--- src/sv/idr_pkg.sv ---
`timescale 1ns / 1ps
// ----------------------------------------------------------------------------
// idr_pkg: shared types and constants of the directory record parser
// Result kind codes, record layout offsets and the per-byte result bundle.
// ----------------------------------------------------------------------------
package idr_pkg;

	// result kinds
	localparam logic [1:0] KIND_CHAR    = 2'd0;
	localparam logic [1:0] KIND_SUMMARY = 2'd1;
	localparam logic [1:0] KIND_END     = 2'd2;
	localparam logic [1:0] KIND_STOP    = 2'd3;

	// directory record layout (byte positions within a record)
	localparam logic [7:0] REC_LBA_POS   = 8'd2;
	localparam logic [7:0] REC_LBA_LAST  = 8'd5;
	localparam logic [7:0] REC_SIZE_POS  = 8'd10;
	localparam logic [7:0] REC_SIZE_LAST = 8'd13;
	localparam logic [7:0] REC_FLAGS_POS = 8'd25;
	localparam logic [7:0] REC_IDLEN_POS = 8'd32;
	localparam logic [7:0] HDR_LEN       = 8'd33;
	localparam logic [7:0] MIN_REC       = 8'd34;

	localparam logic [7:0] CHAR_SEMI     = 8'h3B;
	localparam logic [7:0] DOT_MAX       = 8'h01;

	// bundle queue depth
	localparam int QDEPTH = 2;

	// all results caused by one input item
	typedef struct packed {
		logic        has_char;
		logic [7:0]  name_char;
		logic        has_sum;
		logic [31:0] extent_lba;
		logic [31:0] file_size;
		logic        is_dir;
		logic [7:0]  name_len;
		logic        has_tail;
		logic [1:0]  tail_kind;
	} bundle_t;

endpackage

--- src/sv/idr_byte_if.sv ---
`timescale 1ns / 1ps
// ----------------------------------------------------------------------------
// idr_byte_if: input channel of the directory record parser
// One extent byte per item, valid/ready handshake.
// ----------------------------------------------------------------------------
interface idr_byte_if;
	logic       valid;
	logic       ready;
	logic [7:0] data_byte;

	modport source (output valid, output data_byte, input ready);
	modport sink (input valid, input data_byte, output ready);
endinterface

--- src/sv/idr_result_if.sv ---
`timescale 1ns / 1ps
// ----------------------------------------------------------------------------
// idr_result_if: result channel of the directory record parser
// One result item per handshake: name character, summary or status.
// ----------------------------------------------------------------------------
interface idr_result_if;
	logic        valid;
	logic        ready;
	logic [1:0]  kind;
	logic [7:0]  name_char;
	logic [31:0] extent_lba;
	logic [31:0] file_size;
	logic        is_dir;
	logic [7:0]  name_len;
	logic        last;

	modport source (output valid, output kind, output name_char, output extent_lba,
		output file_size, output is_dir, output name_len, output last, input ready);
	modport sink (input valid, input kind, input name_char, input extent_lba,
		input file_size, input is_dir, input name_len, input last, output ready);
endinterface

--- src/sv/idr_parse.sv ---
`timescale 1ns / 1ps
// ----------------------------------------------------------------------------
// idr_parse: per-byte record walker
// Holds the parse state and turns each accepted byte into a result bundle.
// ----------------------------------------------------------------------------
module idr_parse
	import idr_pkg::*;
#(
	parameter int BLOCK_BYTES = 2048
) (
	input  logic        clk,
	input  logic        arst_n,
	input  logic        cfg_we,
	input  logic [31:0] cfg_wdata,
	input  logic        accept,
	input  logic [7:0]  data_byte,
	output logic        push,
	output bundle_t     bundle
);

	localparam int BP_W = $clog2(BLOCK_BYTES);
	localparam logic [BP_W-1:0] BP_LAST = BP_W'(BLOCK_BYTES - 1);

	logic [31:0]     extent_size_q;
	logic [31:0]     offset_q, offset_n;
	logic [BP_W-1:0] blk_pos_q, blk_pos_n;
	logic [7:0]      rec_pos_q, rec_pos_n;
	logic [7:0]      rec_len_q, rec_len_n;
	logic [7:0]      id_len_q, id_len_n;
	logic [31:0]     start_q, start_n;
	logic [31:0]     count_q, count_n;
	logic            dir_q, dir_n;
	logic [7:0]      trim_q, trim_n;
	logic            semi_q, semi_n;
	logic            supp_q, supp_n;
	logic            skip_q, skip_n;
	logic            stop_q, stop_n;

	logic            active;
	logic            stop_hit;
	logic [7:0]      pos;
	logic [7:0]      k;
	logic [7:0]      lane;
	logic            blank;
	logic [7:0]      lower;

	assign active = !stop_q && (offset_q < extent_size_q);
	assign pos    = rec_pos_q;
	assign k      = pos - HDR_LEN;
	assign blank  = (data_byte == 8'h20) || (data_byte inside {[8'h09:8'h0D]});
	assign lower  = (data_byte inside {[8'h41:8'h5A]}) ? data_byte + 8'h20 : data_byte;

	// next state and result bundle for the accepted byte
	always_comb begin
		offset_n  = offset_q;
		blk_pos_n = blk_pos_q;
		rec_pos_n = rec_pos_q;
		rec_len_n = rec_len_q;
		id_len_n  = id_len_q;
		start_n   = start_q;
		count_n   = count_q;
		dir_n     = dir_q;
		trim_n    = trim_q;
		semi_n    = semi_q;
		supp_n    = supp_q;
		skip_n    = skip_q;
		stop_n    = stop_q;
		stop_hit  = 1'b0;
		lane      = 8'd0;
		bundle    = '0;

		if (accept && active) begin
			offset_n  = offset_q + 32'd1;
			blk_pos_n = (blk_pos_q == BP_LAST) ? '0 : blk_pos_q + 1'b1;
			// skipping ends at a block boundary
			skip_n    = skip_q && (blk_pos_q != '0);

			if (skip_n) begin
				// padding byte, ignored
			end else if (rec_len_q == 8'd0) begin
				// record start: length byte
				if (data_byte == 8'd0) begin
					skip_n = 1'b1;
				end else if (({1'b0, offset_q} + {25'd0, data_byte} > {1'b0, extent_size_q})
						|| (data_byte < MIN_REC)) begin
					stop_n   = 1'b1;
					stop_hit = 1'b1;
				end else begin
					rec_len_n = data_byte;
					rec_pos_n = 8'd1;
					id_len_n  = 8'd0;
					start_n   = 32'd0;
					count_n   = 32'd0;
					dir_n     = 1'b0;
					trim_n    = 8'd0;
					semi_n    = 1'b0;
					supp_n    = 1'b0;
				end
			end else begin
				// field capture by position
				if (pos >= REC_LBA_POS && pos <= REC_LBA_LAST) begin
					lane = pos - REC_LBA_POS;
					start_n[{lane[1:0], 3'b000} +: 8] = start_q[{lane[1:0], 3'b000} +: 8]
						| data_byte;
				end else if (pos >= REC_SIZE_POS && pos <= REC_SIZE_LAST) begin
					lane = pos - REC_SIZE_POS;
					count_n[{lane[1:0], 3'b000} +: 8] = count_q[{lane[1:0], 3'b000} +: 8]
						| data_byte;
				end else if (pos == REC_FLAGS_POS) begin
					dir_n = data_byte[1];
				end else if (pos == REC_IDLEN_POS) begin
					id_len_n = data_byte;
					supp_n   = ({1'b0, HDR_LEN} + {1'b0, data_byte}) > {1'b0, rec_len_q};
				end else if (pos >= HDR_LEN
						&& {1'b0, pos} < ({1'b0, HDR_LEN} + {1'b0, id_len_q})
						&& !supp_q) begin
					// identifier byte
					if (id_len_q == 8'd1 && k == 8'd0 && data_byte <= DOT_MAX) begin
						supp_n = 1'b1;
					end else if (!semi_q) begin
						if (data_byte == CHAR_SEMI) begin
							semi_n = 1'b1;
						end else begin
							bundle.has_char  = 1'b1;
							bundle.name_char = lower;
							if (!blank) begin
								trim_n = k + 8'd1;
							end
						end
					end
				end

				// record end
				if (({1'b0, pos} + 9'd1) >= {1'b0, rec_len_q}) begin
					if (!supp_n) begin
						bundle.has_sum    = 1'b1;
						bundle.extent_lba = start_n;
						bundle.file_size  = count_n;
						bundle.is_dir     = dir_n;
						bundle.name_len   = trim_n;
					end
					rec_len_n = 8'd0;
					rec_pos_n = 8'd0;
				end else begin
					rec_pos_n = pos + 8'd1;
				end
			end

			// status tail
			if (stop_hit) begin
				bundle.has_tail  = 1'b1;
				bundle.tail_kind = KIND_STOP;
			end else if (offset_n == extent_size_q) begin
				bundle.has_tail  = 1'b1;
				bundle.tail_kind = KIND_END;
			end
		end
	end

	assign push = bundle.has_char || bundle.has_sum || bundle.has_tail;

	// parse state; a configuration write rearms at offset zero
	always_ff @(posedge clk or negedge arst_n) begin
		if (!arst_n) begin
			extent_size_q <= 32'd0;
			offset_q      <= 32'd0;
			blk_pos_q     <= '0;
			rec_pos_q     <= 8'd0;
			rec_len_q     <= 8'd0;
			id_len_q      <= 8'd0;
			start_q       <= 32'd0;
			count_q       <= 32'd0;
			dir_q         <= 1'b0;
			trim_q        <= 8'd0;
			semi_q        <= 1'b0;
			supp_q        <= 1'b0;
			skip_q        <= 1'b0;
			stop_q        <= 1'b0;
		end else if (cfg_we) begin
			extent_size_q <= cfg_wdata;
			offset_q      <= 32'd0;
			blk_pos_q     <= '0;
			rec_pos_q     <= 8'd0;
			rec_len_q     <= 8'd0;
			id_len_q      <= 8'd0;
			start_q       <= 32'd0;
			count_q       <= 32'd0;
			dir_q         <= 1'b0;
			trim_q        <= 8'd0;
			semi_q        <= 1'b0;
			supp_q        <= 1'b0;
			skip_q        <= 1'b0;
			stop_q        <= 1'b0;
		end else begin
			offset_q      <= offset_n;
			blk_pos_q     <= blk_pos_n;
			rec_pos_q     <= rec_pos_n;
			rec_len_q     <= rec_len_n;
			id_len_q      <= id_len_n;
			start_q       <= start_n;
			count_q       <= count_n;
			dir_q         <= dir_n;
			trim_q        <= trim_n;
			semi_q        <= semi_n;
			supp_q        <= supp_n;
			skip_q        <= skip_n;
			stop_q        <= stop_n;
		end
	end

endmodule

--- src/sv/idr_out_queue.sv ---
`timescale 1ns / 1ps
// ----------------------------------------------------------------------------
// idr_out_queue: result bundle queue and serializer
// Buffers per-byte bundles and sends their results one item at a time.
// ----------------------------------------------------------------------------
module idr_out_queue
	import idr_pkg::*;
(
	input  logic                clk,
	input  logic                arst_n,
	input  logic                push,
	input  bundle_t             push_data,
	output logic                full,
	idr_result_if.source        out_ch
);

	localparam int PTR_W = $clog2(QDEPTH);
	localparam int CNT_W = $clog2(QDEPTH + 1);

	bundle_t          ent_q [QDEPTH];
	logic [PTR_W-1:0] wr_ptr_q;
	logic [PTR_W-1:0] rd_ptr_q;
	logic [CNT_W-1:0] cnt_q;
	logic [2:0]       done_q;

	bundle_t    head;
	logic [2:0] mask;
	logic [2:0] rem;
	logic [2:0] sel;
	logic       fire;
	logic       pop;

	assign head = ent_q[rd_ptr_q];
	assign mask = {head.has_tail, head.has_sum, head.has_char};
	assign rem  = mask & ~done_q;
	assign full = (cnt_q == CNT_W'(QDEPTH));

	// pick the first result not yet delivered
	always_comb begin
		if (rem[0]) begin
			sel = 3'b001;
		end else if (rem[1]) begin
			sel = 3'b010;
		end else begin
			sel = 3'b100;
		end
	end

	assign fire = out_ch.valid && out_ch.ready;
	assign pop  = fire && out_ch.last;

	// result item fields
	always_comb begin
		out_ch.valid      = (cnt_q != '0);
		out_ch.last       = ((rem & ~sel) == 3'b000);
		out_ch.kind       = KIND_CHAR;
		out_ch.name_char  = 8'd0;
		out_ch.extent_lba = 32'd0;
		out_ch.file_size  = 32'd0;
		out_ch.is_dir     = 1'b0;
		out_ch.name_len   = 8'd0;
		if (sel[0]) begin
			out_ch.name_char = head.name_char;
		end else if (sel[1]) begin
			out_ch.kind       = KIND_SUMMARY;
			out_ch.extent_lba = head.extent_lba;
			out_ch.file_size  = head.file_size;
			out_ch.is_dir     = head.is_dir;
			out_ch.name_len   = head.name_len;
		end else begin
			out_ch.kind = head.tail_kind;
		end
	end

	// bundle storage
	always_ff @(posedge clk) begin
		if (push) begin
			ent_q[wr_ptr_q] <= push_data;
		end
	end

	// pointers, fill count and delivered mask of the head
	always_ff @(posedge clk or negedge arst_n) begin
		if (!arst_n) begin
			wr_ptr_q <= '0;
			rd_ptr_q <= '0;
			cnt_q    <= '0;
			done_q   <= 3'b000;
		end else begin
			if (push) begin
				wr_ptr_q <= (wr_ptr_q == PTR_W'(QDEPTH - 1)) ? '0 : wr_ptr_q + 1'b1;
			end
			if (pop) begin
				rd_ptr_q <= (rd_ptr_q == PTR_W'(QDEPTH - 1)) ? '0 : rd_ptr_q + 1'b1;
				done_q   <= 3'b000;
			end else if (fire) begin
				done_q <= done_q | sel;
			end
			if (push && !pop) begin
				cnt_q <= cnt_q + 1'b1;
			end else if (pop && !push) begin
				cnt_q <= cnt_q - 1'b1;
			end
		end
	end

endmodule

--- src/sv/iso9660_dir_record_parser.sv ---
`timescale 1ns / 1ps
// ----------------------------------------------------------------------------
// iso9660_dir_record_parser: streaming directory extent parser
// Walks directory records byte by byte and reports names and entry summaries.
// ----------------------------------------------------------------------------
// Usage:
//   in_ch carries one extent byte per item; out_ch carries result items:
//   lowercased name characters, an entry summary per record (none for dot
//   entries or oversized identifiers), an extent-end item, or a stop item on
//   a malformed record. last marks the final result caused by one byte.
//   Write extent_size (extent_size_we/extent_size_wdata) while idle to rearm
//   the parser at offset zero. Each accepted byte is parsed in the cycle it
//   is taken; its results are registered into a two-entry bundle queue and
//   leave from the cycle after, one per cycle while out_ch.ready is high. A
//   byte is accepted every cycle while the queue has room; a byte that causes
//   several results sends them one after another. A stalled receiver fills
//   the queue, then in_ch.ready drops; no result is lost. Reset clears
//   extent_size to zero, so bytes give no results until it is written.
// ----------------------------------------------------------------------------
module iso9660_dir_record_parser
	import idr_pkg::*;
#(
	parameter int BLOCK_BYTES = 2048
) (
	input  logic         clk,
	input  logic         arst_n,
	input  logic         extent_size_we,
	input  logic [31:0]  extent_size_wdata,
	idr_byte_if.sink     in_ch,
	idr_result_if.source out_ch
);

	logic    full;
	logic    accept;
	logic    push;
	bundle_t bundle;

	// a byte may cause up to three results; one queue slot holds them all
	assign in_ch.ready = !full;
	assign accept      = in_ch.valid && !full;

	idr_parse #(
		.BLOCK_BYTES(BLOCK_BYTES)
	) u_parse (
		.clk       (clk),
		.arst_n    (arst_n),
		.cfg_we    (extent_size_we),
		.cfg_wdata (extent_size_wdata),
		.accept    (accept),
		.data_byte (in_ch.data_byte),
		.push      (push),
		.bundle    (bundle)
	);

	idr_out_queue u_out (
		.clk       (clk),
		.arst_n    (arst_n),
		.push      (push),
		.push_data (bundle),
		.full      (full),
		.out_ch    (out_ch)
	);

endmodule

--- src/flat_wrapper.sv ---
// flat-port wrapper written by rule: the top's interface ports become plain ports
module iso9660_dir_record_parser_flat import idr_pkg::*;
#(
	parameter int BLOCK_BYTES = 2048
)
  (clk, arst_n, extent_size_we, extent_size_wdata, in_ch_valid, in_ch_data_byte, in_ch_ready, out_ch_valid, out_ch_kind, out_ch_name_char, out_ch_extent_lba, out_ch_file_size, out_ch_is_dir, out_ch_name_len, out_ch_last, out_ch_ready);
  idr_byte_if in_ch_i ();
  idr_result_if out_ch_i ();
  input  logic clk;
  input  logic arst_n;
  input  logic extent_size_we;
  input  logic [31:0] extent_size_wdata;
  input wire logic [$bits(in_ch_i.valid)-1:0] in_ch_valid;
  input wire logic [$bits(in_ch_i.data_byte)-1:0] in_ch_data_byte;
  output wire logic [$bits(in_ch_i.ready)-1:0] in_ch_ready;
  output wire logic [$bits(out_ch_i.valid)-1:0] out_ch_valid;
  output wire logic [$bits(out_ch_i.kind)-1:0] out_ch_kind;
  output wire logic [$bits(out_ch_i.name_char)-1:0] out_ch_name_char;
  output wire logic [$bits(out_ch_i.extent_lba)-1:0] out_ch_extent_lba;
  output wire logic [$bits(out_ch_i.file_size)-1:0] out_ch_file_size;
  output wire logic [$bits(out_ch_i.is_dir)-1:0] out_ch_is_dir;
  output wire logic [$bits(out_ch_i.name_len)-1:0] out_ch_name_len;
  output wire logic [$bits(out_ch_i.last)-1:0] out_ch_last;
  input wire logic [$bits(out_ch_i.ready)-1:0] out_ch_ready;
  assign in_ch_i.valid = in_ch_valid;
  assign in_ch_i.data_byte = in_ch_data_byte;
  assign in_ch_ready = in_ch_i.ready;
  assign out_ch_valid = out_ch_i.valid;
  assign out_ch_kind = out_ch_i.kind;
  assign out_ch_name_char = out_ch_i.name_char;
  assign out_ch_extent_lba = out_ch_i.extent_lba;
  assign out_ch_file_size = out_ch_i.file_size;
  assign out_ch_is_dir = out_ch_i.is_dir;
  assign out_ch_name_len = out_ch_i.name_len;
  assign out_ch_last = out_ch_i.last;
  assign out_ch_i.ready = out_ch_ready;
  iso9660_dir_record_parser #(.BLOCK_BYTES(BLOCK_BYTES)) u_core (.clk(clk), .arst_n(arst_n), .extent_size_we(extent_size_we), .extent_size_wdata(extent_size_wdata), .in_ch(in_ch_i), .out_ch(out_ch_i));
endmodule
--- config.mk ---
export PLATFORM = sky130hd
export DESIGN_NAME = iso9660_dir_record_parser_flat
export DESIGN_NICKNAME = d
export VERILOG_FILES = /design/src/sv/idr_pkg.sv /design/src/sv/idr_byte_if.sv /design/src/sv/idr_result_if.sv /design/src/sv/idr_parse.sv /design/src/sv/idr_out_queue.sv /design/src/sv/iso9660_dir_record_parser.sv /design/src/flat_wrapper.sv
export SDC_FILE = /design/constraint.sdc
export NUM_CORES = 1
export LEC_CHECK = 0
export ABC_AREA = 1
export BUFFER_PORTS_ARGS = -buffer_cell sky130_fd_sc_hd__buf_4
export CAP_MARGIN = 20
export CORE_ASPECT_RATIO = 0.5
export CORE_MARGIN = 2
export CORE_UTILIZATION = 60
export CTS_CLUSTER_DIAMETER = 80
export CTS_CLUSTER_SIZE = 28
export DETAILED_ROUTE_END_ITERATION = 16
export GPL_TIMING_DRIVEN = 0
export PLACE_DENSITY = 0.84
export SYNTH_ARGS = -nofsm -noshare
export SYNTH_HDL_FRONTEND = slang
export SYNTH_SLANG_ARGS = --single-unit
--- constraint.sdc ---
create_clock -name clk -period 11.99 [get_ports clk]
set_clock_uncertainty 0.1 [all_clocks]
set_input_delay 0.5995 -clock clk [delete_from_list [all_inputs] [get_ports clk]]
set_output_delay 0.5995 -clock clk [all_outputs]
set_load 0.05 [all_outputs]
==> parameters.txt, run 1 <==
Parameter                              Value

Yosys
  Number of flops mapped to enable cells by yosys ... 170
  Post-synthesis cell count ... 2,673
  Synthesis Warnings ... 0
  Cell type contributing the most total cell area after synthesis ... sky130_fd_sc_hd__edfxtp_1
  Count of different cell masters after synthesis ... 56
  Most frequent cells after synthesis ... 762 x sky130_fd_sc_hd__nand2_1, 308 x sky130_fd_sc_hd__nor2_1, 239 x sky130_fd_sc_hd__inv_1
  Seq/Total Area, Yosys ... 0.456
  Total of flip-flops plus latches after synthesis ... roughly 350
  Top flip-flop cell by instance count after synthesis ... sky130_fd_sc_hd__dfrtp_1
  Fraction of synthesis flops using an asynchronous set or reset pin ... 0.518
  Net Count, Synth ... 2,834
  Cell with the most instances after synthesis ... sky130_fd_sc_hd__nand2_1
  Area share of the largest cell type after synthesis ... 0.240
  Syn avg cell area ... 7.94 um^2
  Area contributors post-synth ... sky130_fd_sc_hd__edfxtp_1 24%, sky130_fd_sc_hd__dfrtp_1 22%, sky130_fd_sc_hd__nand2_1 13%, sky130_fd_sc_hd__ha_1 6.8%, sky130_fd_sc_hd__nor2_1 5.4%
  Mapped cell area ... 21,200 um^2

Timing
  Accumulated negative setup slack ... 0 ns
  Max-slew headroom at the worst pin ... 0.369
  F_max ... 0.158 GHz
  Actual slew at the worst max-slew pin ... about 0.95 ns
  Final critical path time including I/O delays and setup ... 6.31 ns
  Final period utilization ... 0.526
  Hold Slack ... -0.0452 ns
  Endpoints failing hold ... 38
  Slew Viols, Final ... 0
  Setup violators final ... 0
  RSZ-0062 raised after global routing ... false

Status
  Outcome ... complete, but fails checks
  Failing checks ... hold timing

Critical path
  Critical Path Fanout Max ... 33
  Type of the worst setup path ... reg2reg
  Worst flop-to-flop path startpoint ... u_core.u_parse.offset_q[2]
  Worst setup EP type ... register
  Cell with the biggest individual delay on the critical path ... sky130_fd_sc_hd__nor2_1
  Data required, critical path ... 12.15 ns
  Startpoint class of the critical path ... register
  Critical path data arrival time ... 6.47 ns
  CP startpoint ... u_core.u_parse.offset_q[2]
  Highest cell delay on the worst timing path ... roughly 0.56 ns

GRT
  Aggregate global-route resource usage ... 0.324
  Overflow left after global routing ... 0
  Met1 Resource Use GR ... 0.420
  Busiest layer in global routing ... met2
  First-pass GRT wire length ... roughly 95,000 um
  Maximum number of pins on one net before global-route repair ... 96
  GR Util met3 ... 0.0591
  Number of antenna violations at the first check in global routing ... 0
  Met2 Usage GRT ... 0.542
  Vias in the first global route ... between 15,000 and 20,000

Clocking
  Number of clock sinks seen by CTS ... 353
  Number of buffers on the longest clock path ... 3
  Hold-fix buffers, CTS ... 0
  Post-cts sizing count ... 0
  Clock Root Buffer ... sky130_fd_sc_hd__clkbuf_16
  Clock edge transition at the registers on the reported setup and hold paths ... 0.11 ns
  Clock Latency Late Sink ... 0.57 ns
  Clock tree from TritonCTS ... done
  Count of buffers added by post-CTS timing repair for setup ... 0
  Num CTS Buffers ... 17
  H-tree depth reported by CTS ... 1

Floorplanning
  Area of the core ... ~35,000 um^2
  Die width ... 270 um
  Die Span Y ... 137 um
  Ports placed on the boundary ... roughly 130
  Number of rows created at floorplan ... 48
  Area of the die ... around 37,000 um^2
  Starting utilization of the core area ... 0.613

Power
  Worst vdd rail ir drop ... approximately 0.00014 V
  Leakage dissipation ... between 10 and 15 nW
  Power density over the cells ... 191 nW/um^2

Route
  Vias after detailed routing ... 19,200
  Number of nets with antenna violations after routing ... 0
  Number of detailed-routing iterations run before antenna repair ... 6
  WL final ... 60,300 um
  Final routed DRC violation total ... 0
  Wire per inst ... between 15 and 20 um
  Count of routing violations after the opening detailed-route iteration ... between 2,000 and 2,500
  Drt via density ... 5.80

Placed design
  Final weighted congestion in routability-driven placement ... approximately 1
  Total instance count after detailed placement ... 3,282
  Count of buffers inserted at the top-level ports ... 130
  Total cell area at the placement stage ... 22,900 um^2
  Hpwl dp ... 44,400 um

Layout
  Multi-input gate area ... 10,100 um^2
  Layout Cells excl Fill ... 3,312
  Util after Layout ... 0.677
  Final std cell area, no fill ... 23,500 um^2
  Share of layout cells above drive strength 1 ... 0.0920
  Filler cell count in the final layout ... 2,837
  Layout area overhead ... 10.5%
  Sequential cell area ... just under 10,000 um^2
  Antenna fix cells ... 0
  Final net count ... 2,987

Run
  Number of maximum-capacitance constraint violations ... 0

Min path
  Worst hold path type ... in2async
-- cell families (layout without fill, tap and decap cells) --
| logic type | count (synthesis) | in the layout | synth area share |
|---|---|---|---|
| fa+ha+maj | 116 | 116 | 0.0687 |
| mux | 3 | 3 | 0.00141 |
| flops | 353 | 353 | 0.456 |
| compound gates | 405 | 405 | 0.104 |
| buf+inv | 358 | 522 | 0.0684 |
| simple gates | 1359 | 1359 | 0.268 |
| xor+xnor | 79 | 79 | 0.0339 |
-- power breakdown --
group / switching (mW) / leakage, nW / internal, mW
Combinational: 1.61 / 6.07 / 0.553
Sequential: 0.0808 / 4.10 / 1.51
Clock: 0.417 / 0.258 / 0.301
-- metal layers --
metal / share of wire / wire length, um
met5: 0 / 0
met4: 0.043 / 2620
met3: 0.093 / 5620
met2: 0.46 / 27900
met1: 0.40 / 24100
-- path summary, 6_finish.rpt --
kind / slack (ns) / to / depth (start not counted)
max: 5.68 / u_core.u_out.ent_q[1][10] / 28
min: -0.05 / u_core.u_parse.extent_size_q[29] / 1
max reg2reg: 5.68 / u_core.u_out.ent_q[1][10] / 28
min reg2reg: 0.38 / u_core.u_parse.rec_len_q[6] / 2
max in group asynchronous: 10.88 / u_core.u_parse.count_q[11] / 2
min in group clk: 0.15 / u_core.u_parse.extent_size_q[29] / 3
-- critical path: cells and delay by family, from the launching register on --
family          cells  cell delay, ns
compound gates      3            0.52
xor+xnor            1            0.16
fa+ha+maj           2            0.69
buf+inv             5            0.76
flops               1            0.49
simple gates       17            3.23
-- sequential cells by signal, indices dropped and copies added, names as in the netlist --
signal,cells
u_core.u_out.wr_ptr_q,1
u_core.u_parse.id_len_q,8
u_core.u_out.ent_q,170
u_core.u_parse.offset_q,32
u_core.u_parse.trim_q,8
u_core.u_out.done_q,3
u_core.u_parse.extent_size_q,32
u_core.u_parse.count_q,32
u_core.u_parse.pos,8
u_core.u_out.cnt_q,2
u_core.u_parse.rec_len_q,8
u_core.u_parse.blk_pos_q,11
u_core.u_out.rd_ptr_q,1
u_core.u_parse.skip_q,1
u_core.u_parse.stop_q,1
u_core.u_parse.start_q,32
u_core.u_parse.semi_q,1
u_core.u_parse.supp_q,1
u_core.u_parse.dir_q,1
-- cell type report --
| cell class | count | share of cell area |
|---|---|---|
| Sequential cell | 353 | 0.413 |
| Inverter | 250 | 0.0401 |
| Tap cell | 475 | 0.0253 |
| Multi-Input combinational cell | 1962 | 0.431 |
| Clock buffer | 25 | 0.0194 |
| Buffer | 108 | 0.0219 |
| Clock inverter | 5 | 0.00352 |
| Timing Repair Buffer | 134 | 0.0460 |
-- layout by cell type (no fill, tap or decap), drive strengths merged, types with 2 or more instances in the layout --
cell / instances
inv: 251
nand2: 792
mux2i: 3
xor2: 69
a21o: 2
nor2: 321
edfxtp: 170
o21a: 5
a31oi: 4
nor4: 8
clkbuf: 96
dfrtp: 183
o22ai: 34
a211oi: 3
nand4: 60
buf: 171
ha: 115
a22oi: 26
nand3b: 3
nor3b: 2
o21ai: 128
nor3: 59
nand3: 97
a21boi: 3
clkinv: 3
xnor2: 8
a21oi: 193
xnor3: 2
or2: 14
-- per-stage QoR --
stage | hold WS [ns] | worst slack [ns] | power (mW)
after floorplan | 0.204 | 4.17 | 3.07
after global placement | 0.357 | 1.22 | 3.70
after global routing | 0.0372 | 5.26 | 4.68
final | -0.0452 | 5.68 | 4.47
after detailed placement | 0.358 | 5.60 | 3.74
after CTS | 0.00452 | 5.84 | 4.45
Note: power is estimated with default switching activity, not from simulation.
==> run 2, diff against run 1 <==
--- a/config.mk
+++ b/config.mk
@@ -10,12 +10,12 @@
 export CAP_MARGIN = 20
 export CORE_ASPECT_RATIO = 0.5
 export CORE_MARGIN = 2
-export CORE_UTILIZATION = 60
+export CORE_UTILIZATION = 56
 export CTS_CLUSTER_DIAMETER = 80
 export CTS_CLUSTER_SIZE = 28
 export DETAILED_ROUTE_END_ITERATION = 16
 export GPL_TIMING_DRIVEN = 0
-export PLACE_DENSITY = 0.84
+export PLACE_DENSITY = 0.82
 export SYNTH_ARGS = -nofsm -noshare
 export SYNTH_HDL_FRONTEND = slang
 export SYNTH_SLANG_ARGS = --single-unit
==> constraint.sdc (replaced) <==
create_clock -name clk -period 5.29 [get_ports clk]
set_clock_uncertainty 0.1 [all_clocks]
set_input_delay 0.2645 -clock clk [delete_from_list [all_inputs] [get_ports clk]]
set_output_delay 0.2645 -clock clk [all_outputs]
set_load 0.05 [all_outputs]
==> parameters.txt, run 2 (same netlist as run 1, synthesis figures left out) <==
Parameter                              Value

Timing
  Endpoints failing hold ... 0 (was 38)
  Final period utilization ... 0.944 (was 0.526)
  Accumulated negative setup slack ... 0 ns (unchanged)
  Actual slew at the worst max-slew pin ... 1.08 ns (was 0.946 ns)
  RSZ-0062 raised after global routing ... false (unchanged)
  Hold Slack ... 0.0245 ns (was -0.0452 ns)
  F_max ... 0.200 GHz (was 0.158 GHz)
  Final critical path time including I/O delays and setup ... 4.99 ns (was 6.31 ns)
  Max-slew headroom at the worst pin ... 0.281 (was 0.369)
  Slew Viols, Final ... 0 (unchanged)
  Final Worst Setup Slack ... 0.296 ns (was 5.68 ns)
  Setup violators final ... 0 (unchanged)

Route
  Drt via density ... 5.75 (was 5.80)
  Number of nets with antenna violations after routing ... 0 (unchanged)
  Vias after detailed routing ... 19,400 (was 19,200)
  WL final ... 62,300 um (was 60,300 um)
  Wire per inst ... 18.4 um (was 18.2 um)
  Number of detailed-routing iterations run before antenna repair ... 6 (unchanged)
  Final routed DRC violation total ... 0 (unchanged)
  Count of routing violations after the opening detailed-route iteration ... 1,911 (was 2,224)

Layout
  Number of flip-flops under the largest register name ... 170 (unchanged)
  Final net count ... 3,037 (was 2,987)
  Most flop-heavy register ... u_core.u_out.ent_q (unchanged)
  Util after Layout ... 0.644 (was 0.677)
  Highest-count cells in the layout ignoring fill and taps ... 760 x sky130_fd_sc_hd__nand2_1, 302 x sky130_fd_sc_hd__nor2_1, 238 x sky130_fd_sc_hd__inv_1, 193 x sky130_fd_sc_hd__a21oi_1, 181 x sky130_fd_sc_hd__dfrtp_1 (was 762 x sky130_fd_sc_hd__nand2_1, 307 x sky130_fd_sc_hd__nor2_1, 238 x sky130_fd_sc_hd__inv_1, 193 x sky130_fd_sc_hd__a21oi_1, 183 x sky130_fd_sc_hd__dfrtp_1)
  Final std cell area, no fill ... 24,000 um^2 (was 23,500 um^2)
  Layout Cells excl Fill ... 3,382 (was 3,312)
  Layout area overhead ... 13.2% (was 10.5%)
  Share of layout cells above drive strength 1 ... 0.100 (was 0.0920)
  Leading cell type in the layout, fill and taps excluded ... sky130_fd_sc_hd__nand2_1 (unchanged)

Critical path
  Type of the worst setup path ... reg2reg (unchanged)
  Crit path buf inv count ... 7 (was 5)
  Critical Path Fanout Max ... 20 (was 33)
  Most common cell on crit path ... sky130_fd_sc_hd__nand2_1
  Critical path data arrival time ... 5.21 ns (was 6.47 ns)
  Highest cell delay on the worst timing path ... 0.46 ns (was 0.56 ns)
  Data required, critical path ... 5.51 ns (was 12.15 ns)
  Startpoint class of the critical path ... register (unchanged)
  Worst flop-to-flop path startpoint ... u_core.u_parse.offset_q[0] (was u_core.u_parse.offset_q[2])
  Cell class contributing the biggest share of worst-path delay ... simple AND/OR/NAND/NOR gates (unchanged)
  Worst setup EP type ... register (unchanged)
  Cell count of the worst reg-to-reg path ... 30 (was 28)
  Flop-to-flop setup slack ... 0.30 ns (was 5.68 ns)
  Cell with the biggest individual delay on the critical path ... sky130_fd_sc_hd__dfrtp_2 (was sky130_fd_sc_hd__nor2_1)
  Reg-to-Reg End ... u_core.u_out.ent_q[0][7] (was u_core.u_out.ent_q[1][10])

Clocking
  Clock tree from TritonCTS ... done (unchanged)
  H-tree depth reported by CTS ... 1 (unchanged)
  Clock Latency Late Sink ... 0.55 ns (was 0.57 ns)
  Clock edge transition at the registers on the reported setup and hold paths ... 0.12 ns (was 0.11 ns)
  Number of clock sinks seen by CTS ... 353 (unchanged)
  Number of buffers on the longest clock path ... 3 (unchanged)
  Num CTS Buffers ... 17 (unchanged)
  Clock Root Buffer ... sky130_fd_sc_hd__clkbuf_16 (unchanged)

GRT
  Vias in the first global route ... 18,200 (was 18,100)
  Maximum number of pins on one net before global-route repair ... 107 (was 96)
  Overflow left after global routing ... 0 (unchanged)
  Number of antenna violations at the first check in global routing ... 0 (unchanged)
  Aggregate global-route resource usage ... 0.307 (was 0.324)
  First-pass GRT wire length ... 95,900 um (was 94,600 um)

Power
  Power density over the cells ... 425 nW/um^2 (was 191 nW/um^2)
  Internal power ... 5.39 mW (was 2.36 mW)
  Total power consumption of the routed design ... 10.2 mW (was 4.47 mW)
  Leakage dissipation ... 10.7 nW (was 10.4 nW)
  Worst vdd rail ir drop ... 0.000365 V (was 0.000142 V)
  Power share of the combinational group ... 0.493 (was 0.484)
  Net load switching power ... 4.84 mW (was 2.11 mW)
  Switching Fraction ... 0.473 (was 0.472)
  Power share of the clock group ... 0.154 (was 0.160)
  Sequential power share ... 0.352 (was 0.355)

Floorplanning
  Die Span Y ... 142 um (was 137 um)
  Area of the core ... 37,300 um^2 (was 34,700 um^2)
  Ports placed on the boundary ... 131 (unchanged)
  Starting utilization of the core area ... 0.569 (was 0.613)
  Die width ... 279 um (was 270 um)
  Number of rows created at floorplan ... 50 (was 48)
  Area of the die ... 39,600 um^2 (was 37,000 um^2)

Min path
  Origin of the worst min-delay path ... out_ch_ready
  Worst hold path type ... in2reg (was in2async)
  Hold EP ... u_core.u_out.done_q[1]
  Worst hold stages ... 5

Placed design
  Count of buffers inserted at the top-level ports ... 130 (unchanged)
  Hpwl dp ... 44,600 um (was 44,400 um)
  Total cell area at the placement stage ... 23,000 um^2 (was 22,900 um^2)
  Worst slack at placement ... -0.971 ns (was 5.60 ns)
  Final weighted congestion in routability-driven placement ... 1.01 (about the same)
  Total instance count after detailed placement ... 3,302 (was 3,282)

Run
  Number of maximum-capacitance constraint violations ... 0 (unchanged)

Status
  Outcome ... completed (was complete, but fails checks)
==> run 2: cell types whose count changed in the layout (fill, tap and decap cells not counted), sizes merged <==
| cell | change |
|---|---|
| buf | +13 |
| inv | -2 |
| diode | +2 |
| clkinvlp | +3 |
| bufinv | -1 |
| nor2 | +1 |
| clkbuf | +2 |
| dlygate4sd3 | +33 |
==> run 2: power by group through the flow <==
stage	registers [mW]	logic (mW)	clock network, mW
2_1_floorplan	3.62	3.32	0
3_3_place_gp	3.66	4.71	0
3_5_place_dp	3.66	4.83	0
4_1_cts	3.60	4.90	1.57
5_1_grt	3.65	5.40	1.67
6_report	3.60	5.05	1.58
==> run 2: how the worst max path moves through the flow <==
stage / startpoint / end / slack (ns) / cells after the start
final: u_core.u_parse.offset_q[0] / u_core.u_out.ent_q[0][7] / 0.30 / 30
after global routing: u_core.u_parse.offset_q[2] / u_core.u_out.ent_q[1][44] / 0.01 / 28
after CTS: u_core.u_parse.offset_q[0] / u_core.u_out.ent_q[0][7] / 0.01 / 30
after detailed placement: u_core.u_parse.offset_q[2] / u_core.u_out.ent_q[1][19] / -0.97 / 28
after global placement: u_core.u_parse.offset_q[2] / u_core.u_out.ent_q[0][18] / -1.86 / 26
after floorplan: u_core.u_parse.offset_q[2] / u_core.u_out.ent_q[1][0] / 0.08 / 26
==> run 2: worst min-delay path: cells and delay by family <==
kind	cells	cell delay, ns
simple gates	2	0.18
buf+inv	2	0.13
compound gates	1	0.07
==> run 2: routing by layer <==
layer / track usage / routed length, um / vias up / part of all wire
met4: 0.113 / 2150 / 0 / 0.035
met1: 0.408 / 25700 / 9175 / 0.41
met3: 0.0545 / 5250 / 135 / 0.084
li1: - / - / 9230 / -
met2: 0.507 / 29200 / 891 / 0.47
met5: 0 / 0 / - / 0
==> run 2: timing repair <==
action,in CTS,in global routing
gates resized for setup,9,13
hold buffers,33,0
endpoints found under the setup margin,172,182
buffers inserted,2,9
endpoints found under the hold margin,109,0
gates cloned,1,5
pin swaps,1,3
==> run 2: final cells by class <==
type,count,area [um^2]
Clock buffer,24,452
Inverter,250,942
Timing Repair Buffer,183,1600
Antenna cell,2,5.00
Multi-Input combinational cell,1963,10200
Buffer,108,513
Tap cell,494,618
Clock inverter,5,60.1
Fill cell,3178,13300
Sequential cell,353,9690
==> run 3, diff against run 2 <==
--- a/config.mk
+++ b/config.mk
@@ -8,14 +8,17 @@
 export ABC_AREA = 1
 export BUFFER_PORTS_ARGS = -buffer_cell sky130_fd_sc_hd__buf_4
 export CAP_MARGIN = 20
+export CELL_PAD_IN_SITES_DETAIL_PLACEMENT = 0
+export CELL_PAD_IN_SITES_GLOBAL_PLACEMENT = 2
 export CORE_ASPECT_RATIO = 0.5
 export CORE_MARGIN = 2
-export CORE_UTILIZATION = 56
+export CORE_UTILIZATION = 34
 export CTS_CLUSTER_DIAMETER = 80
 export CTS_CLUSTER_SIZE = 28
 export DETAILED_ROUTE_END_ITERATION = 16
+export GPL_ROUTABILITY_DRIVEN = 0
 export GPL_TIMING_DRIVEN = 0
-export PLACE_DENSITY = 0.82
+export PLACE_DENSITY = 0.83
 export SYNTH_ARGS = -nofsm -noshare
 export SYNTH_HDL_FRONTEND = slang
 export SYNTH_SLANG_ARGS = --single-unit
==> parameters.txt, run 3 (same netlist as run 1, synthesis figures left out) <==
Parameter                              Value

GRT
  Vias in the first global route ... 18,100 (was 18,200)
  Number of antenna violations at the first check in global routing ... 0 (unchanged)
  Overflow left after global routing ... 0 (unchanged)
  Maximum number of pins on one net before global-route repair ... 101 (was 107)
  Aggregate global-route resource usage ... 0.208 (was 0.307)
  First-pass GRT wire length ... 105,000 um (was 95,900 um)

Power
  Worst vdd rail ir drop ... 0.000289 V (was 0.000365 V)
  Total power consumption of the routed design ... 10.4 mW (was 10.2 mW)
  Power density over the cells ... 424 nW/um^2 (was 425 nW/um^2)
  Leakage dissipation ... 10.6 nW (was 10.7 nW)

Floorplanning
  Area of the core ... 61,400 um^2 (was 37,300 um^2)
  Starting utilization of the core area ... 0.346 (was 0.569)
  Die Span Y ... 181 um (was 142 um)
  Ports placed on the boundary ... 131 (unchanged)
  Number of rows created at floorplan ... 64 (was 50)
  Die width ... 357 um (was 279 um)
  Area of the die ... 64,600 um^2 (was 39,600 um^2)

Timing
  Slew Viols, Final ... 0 (unchanged)
  Final critical path time including I/O delays and setup ... 4.97 ns (was 4.99 ns)
  RSZ-0062 raised after global routing ... false (unchanged)
  Setup violators final ... 0 (unchanged)
  Final Worst Setup Slack ... 0.320 ns (was 0.296 ns)
  Hold Slack ... 0.0295 ns (was 0.0245 ns)
  F_max ... 0.201 GHz (was 0.200 GHz)
  Final period utilization ... 0.940 (was 0.944)
  Actual slew at the worst max-slew pin ... 0.950 ns (was 1.08 ns)
  Max-slew headroom at the worst pin ... 0.367 (was 0.281)
  Endpoints failing hold ... 0 (unchanged)

Route
  Wire per inst ... 18.1 um (was 18.4 um)
  Count of routing violations after the opening detailed-route iteration ... 1,444 (was 1,911)
  Number of nets with antenna violations after routing ... 0 (unchanged)
  Drt via density ... 5.00 (was 5.75)
  Vias after detailed routing ... 18,500 (was 19,400)
  WL final ... 67,200 um (was 62,300 um)
  Number of detailed-routing iterations run before antenna repair ... 6 (unchanged)
  Final routed DRC violation total ... 0 (unchanged)

Layout
  Leading cell type in the layout, fill and taps excluded ... sky130_fd_sc_hd__nand2_1 (unchanged)
  Antenna fix cells ... 0 (was 2)
  Layout area overhead ... 15.0% (was 13.2%)
  Final net count ... 3,029 (was 3,037)
  Most flop-heavy register ... u_core.u_out.ent_q (unchanged)
  Share of layout cells above drive strength 1 ... 0.0990 (was 0.100)
  Layout Cells excl Fill ... 3,705 (was 3,382)
  Number of flip-flops under the largest register name ... 170 (unchanged)
  Highest-count cells in the layout ignoring fill and taps ... 760 x sky130_fd_sc_hd__nand2_1, 301 x sky130_fd_sc_hd__nor2_1, 238 x sky130_fd_sc_hd__inv_1, 193 x sky130_fd_sc_hd__a21oi_1, 181 x sky130_fd_sc_hd__dfrtp_1 (was 760 x sky130_fd_sc_hd__nand2_1, 302 x sky130_fd_sc_hd__nor2_1, 238 x sky130_fd_sc_hd__inv_1, 193 x sky130_fd_sc_hd__a21oi_1, 181 x sky130_fd_sc_hd__dfrtp_1)

Critical path
  Cell count of the worst reg-to-reg path ... 28 (was 30)
  End point of the critical path ... u_core.u_out.ent_q[1][21] (was u_core.u_out.ent_q[0][7])
  Critical path data arrival time ... 5.18 ns (was 5.21 ns)
  Most common cell on crit path ... sky130_fd_sc_hd__nand2_1 (unchanged)
  Flop-to-flop setup slack ... 0.32 ns (was 0.30 ns)
  Worst setup EP type ... register (unchanged)
  Worst flop-to-flop path startpoint ... u_core.u_parse.offset_q[2] (was u_core.u_parse.offset_q[0])
  Cell with the biggest individual delay on the critical path ... sky130_fd_sc_hd__dfrtp_2 (unchanged)
  Highest cell delay on the worst timing path ... 0.48 ns (was 0.46 ns)
  Reg-to-Reg End ... u_core.u_out.ent_q[1][21] (was u_core.u_out.ent_q[0][7])
  CP startpoint ... u_core.u_parse.offset_q[2] (was u_core.u_parse.offset_q[0])
  Data required, critical path ... 5.50 ns (was 5.51 ns)
  Startpoint class of the critical path ... register (unchanged)
  Type of the worst setup path ... reg2reg (unchanged)
  Critical Path Fanout Max ... 27 (was 20)

Clocking
  Num CTS Buffers ... 18 (was 17)
  Number of clock sinks seen by CTS ... 353 (unchanged)
  Clock tree from TritonCTS ... done (unchanged)
  Number of buffers on the longest clock path ... 3 (unchanged)
  Clock edge transition at the registers on the reported setup and hold paths ... 0.11 ns (was 0.12 ns)
  Clock Root Buffer ... sky130_fd_sc_hd__clkbuf_16 (unchanged)
  Clock Latency Late Sink ... 0.61 ns (was 0.55 ns)
  H-tree depth reported by CTS ... 1 (unchanged)

Placed design
  Total instance count after detailed placement ... 3,635 (was 3,302)
  Count of buffers inserted at the top-level ports ... 130 (unchanged)
  Hpwl dp ... 49,900 um (was 44,600 um)
  Worst slack at placement ... -0.891 ns (was -0.971 ns)

Min path
  Origin of the worst min-delay path ... out_ch_ready (unchanged)
  Worst hold path type ... in2reg (unchanged)

Status
  Outcome ... completed (unchanged)

Run
  Number of maximum-capacitance constraint violations ... 0 (unchanged)
run 3: cell type report:
cell class / instances / area [um^2]
fillers: 6380 / 37000
multi-input cells: 1962 / 10200
clock inverters: 6 / 96.3
well taps: 825 / 1030
clock buffers: 26 / 480
flip-flops and latches: 353 / 9690
repair buffers: 176 / 1500
inverters: 250 / 942
plain buffers: 107 / 509
run 3: how the worst min path moves through the flow:
| stage | end | slack (ns) | cells past startpoint |
|---|---|---|---|
| 2_1_floorplan | u_core.u_out.cnt_q[0] | -0.13 | 0 |
| 3_3_place_gp | u_core.u_parse.rec_len_q[3] | 0.35 | 2 |
| 3_5_place_dp | u_core.u_parse.extent_size_q[15] | 0.30 | 1 |
| 4_1_cts | u_core.u_out.done_q[0] | 0.005 | 5 |
| 5_1_grt | u_core.u_out.done_q[1] | 0.02 | 5 |
| 6_report | u_core.u_out.done_q[1] | 0.03 | 5 |
run 3: timing repair:
action,CTS,global route
hold buffers,33,0
pin swaps,1,1
hold endpoints to repair,131,0
endpoints found under the setup margin,263,182
setup buffers,4,2
gates resized for setup,9,10
run 3: stage by stage:
step / util / instance area (um^2) / TNS [ns]
after floorplan: - / 21200 / 0
after global placement: 0.379 / 23300 / -388.88
after detailed placement: 0.381 / 23400 / -137.20
after CTS: 0.397 / 24400 / 0
after global routing: 0.398 / 24400 / 0
final: 0.398 / 24400 / 0
run 3: power breakdown:
group	switching, mW	internal, mW
combinational	3.73	1.31
clock	1.04	0.685
sequential	0.177	3.42
total	4.95	5.41
run 3: worst max-delay path, delay by kind of cell (launching register included):
| family | cells | cell delay, ns |
|---|---|---|
| xor gates and xnor gates | 1 | 0.16 |
| adders and majority gates | 2 | 0.64 |
| buffers and inverters | 5 | 0.62 |
| and+or+nand+nor | 16 | 1.94 |
| DFF | 1 | 0.48 |
| AOI/OAI and AO/OA | 4 | 0.69 |
run 3: layer usage:
metal,track usage,wire length (um)
met3,0.0327,3250
met1,0.288,31200
met5,0,0
met2,0.344,31400
met4,0.0392,1280
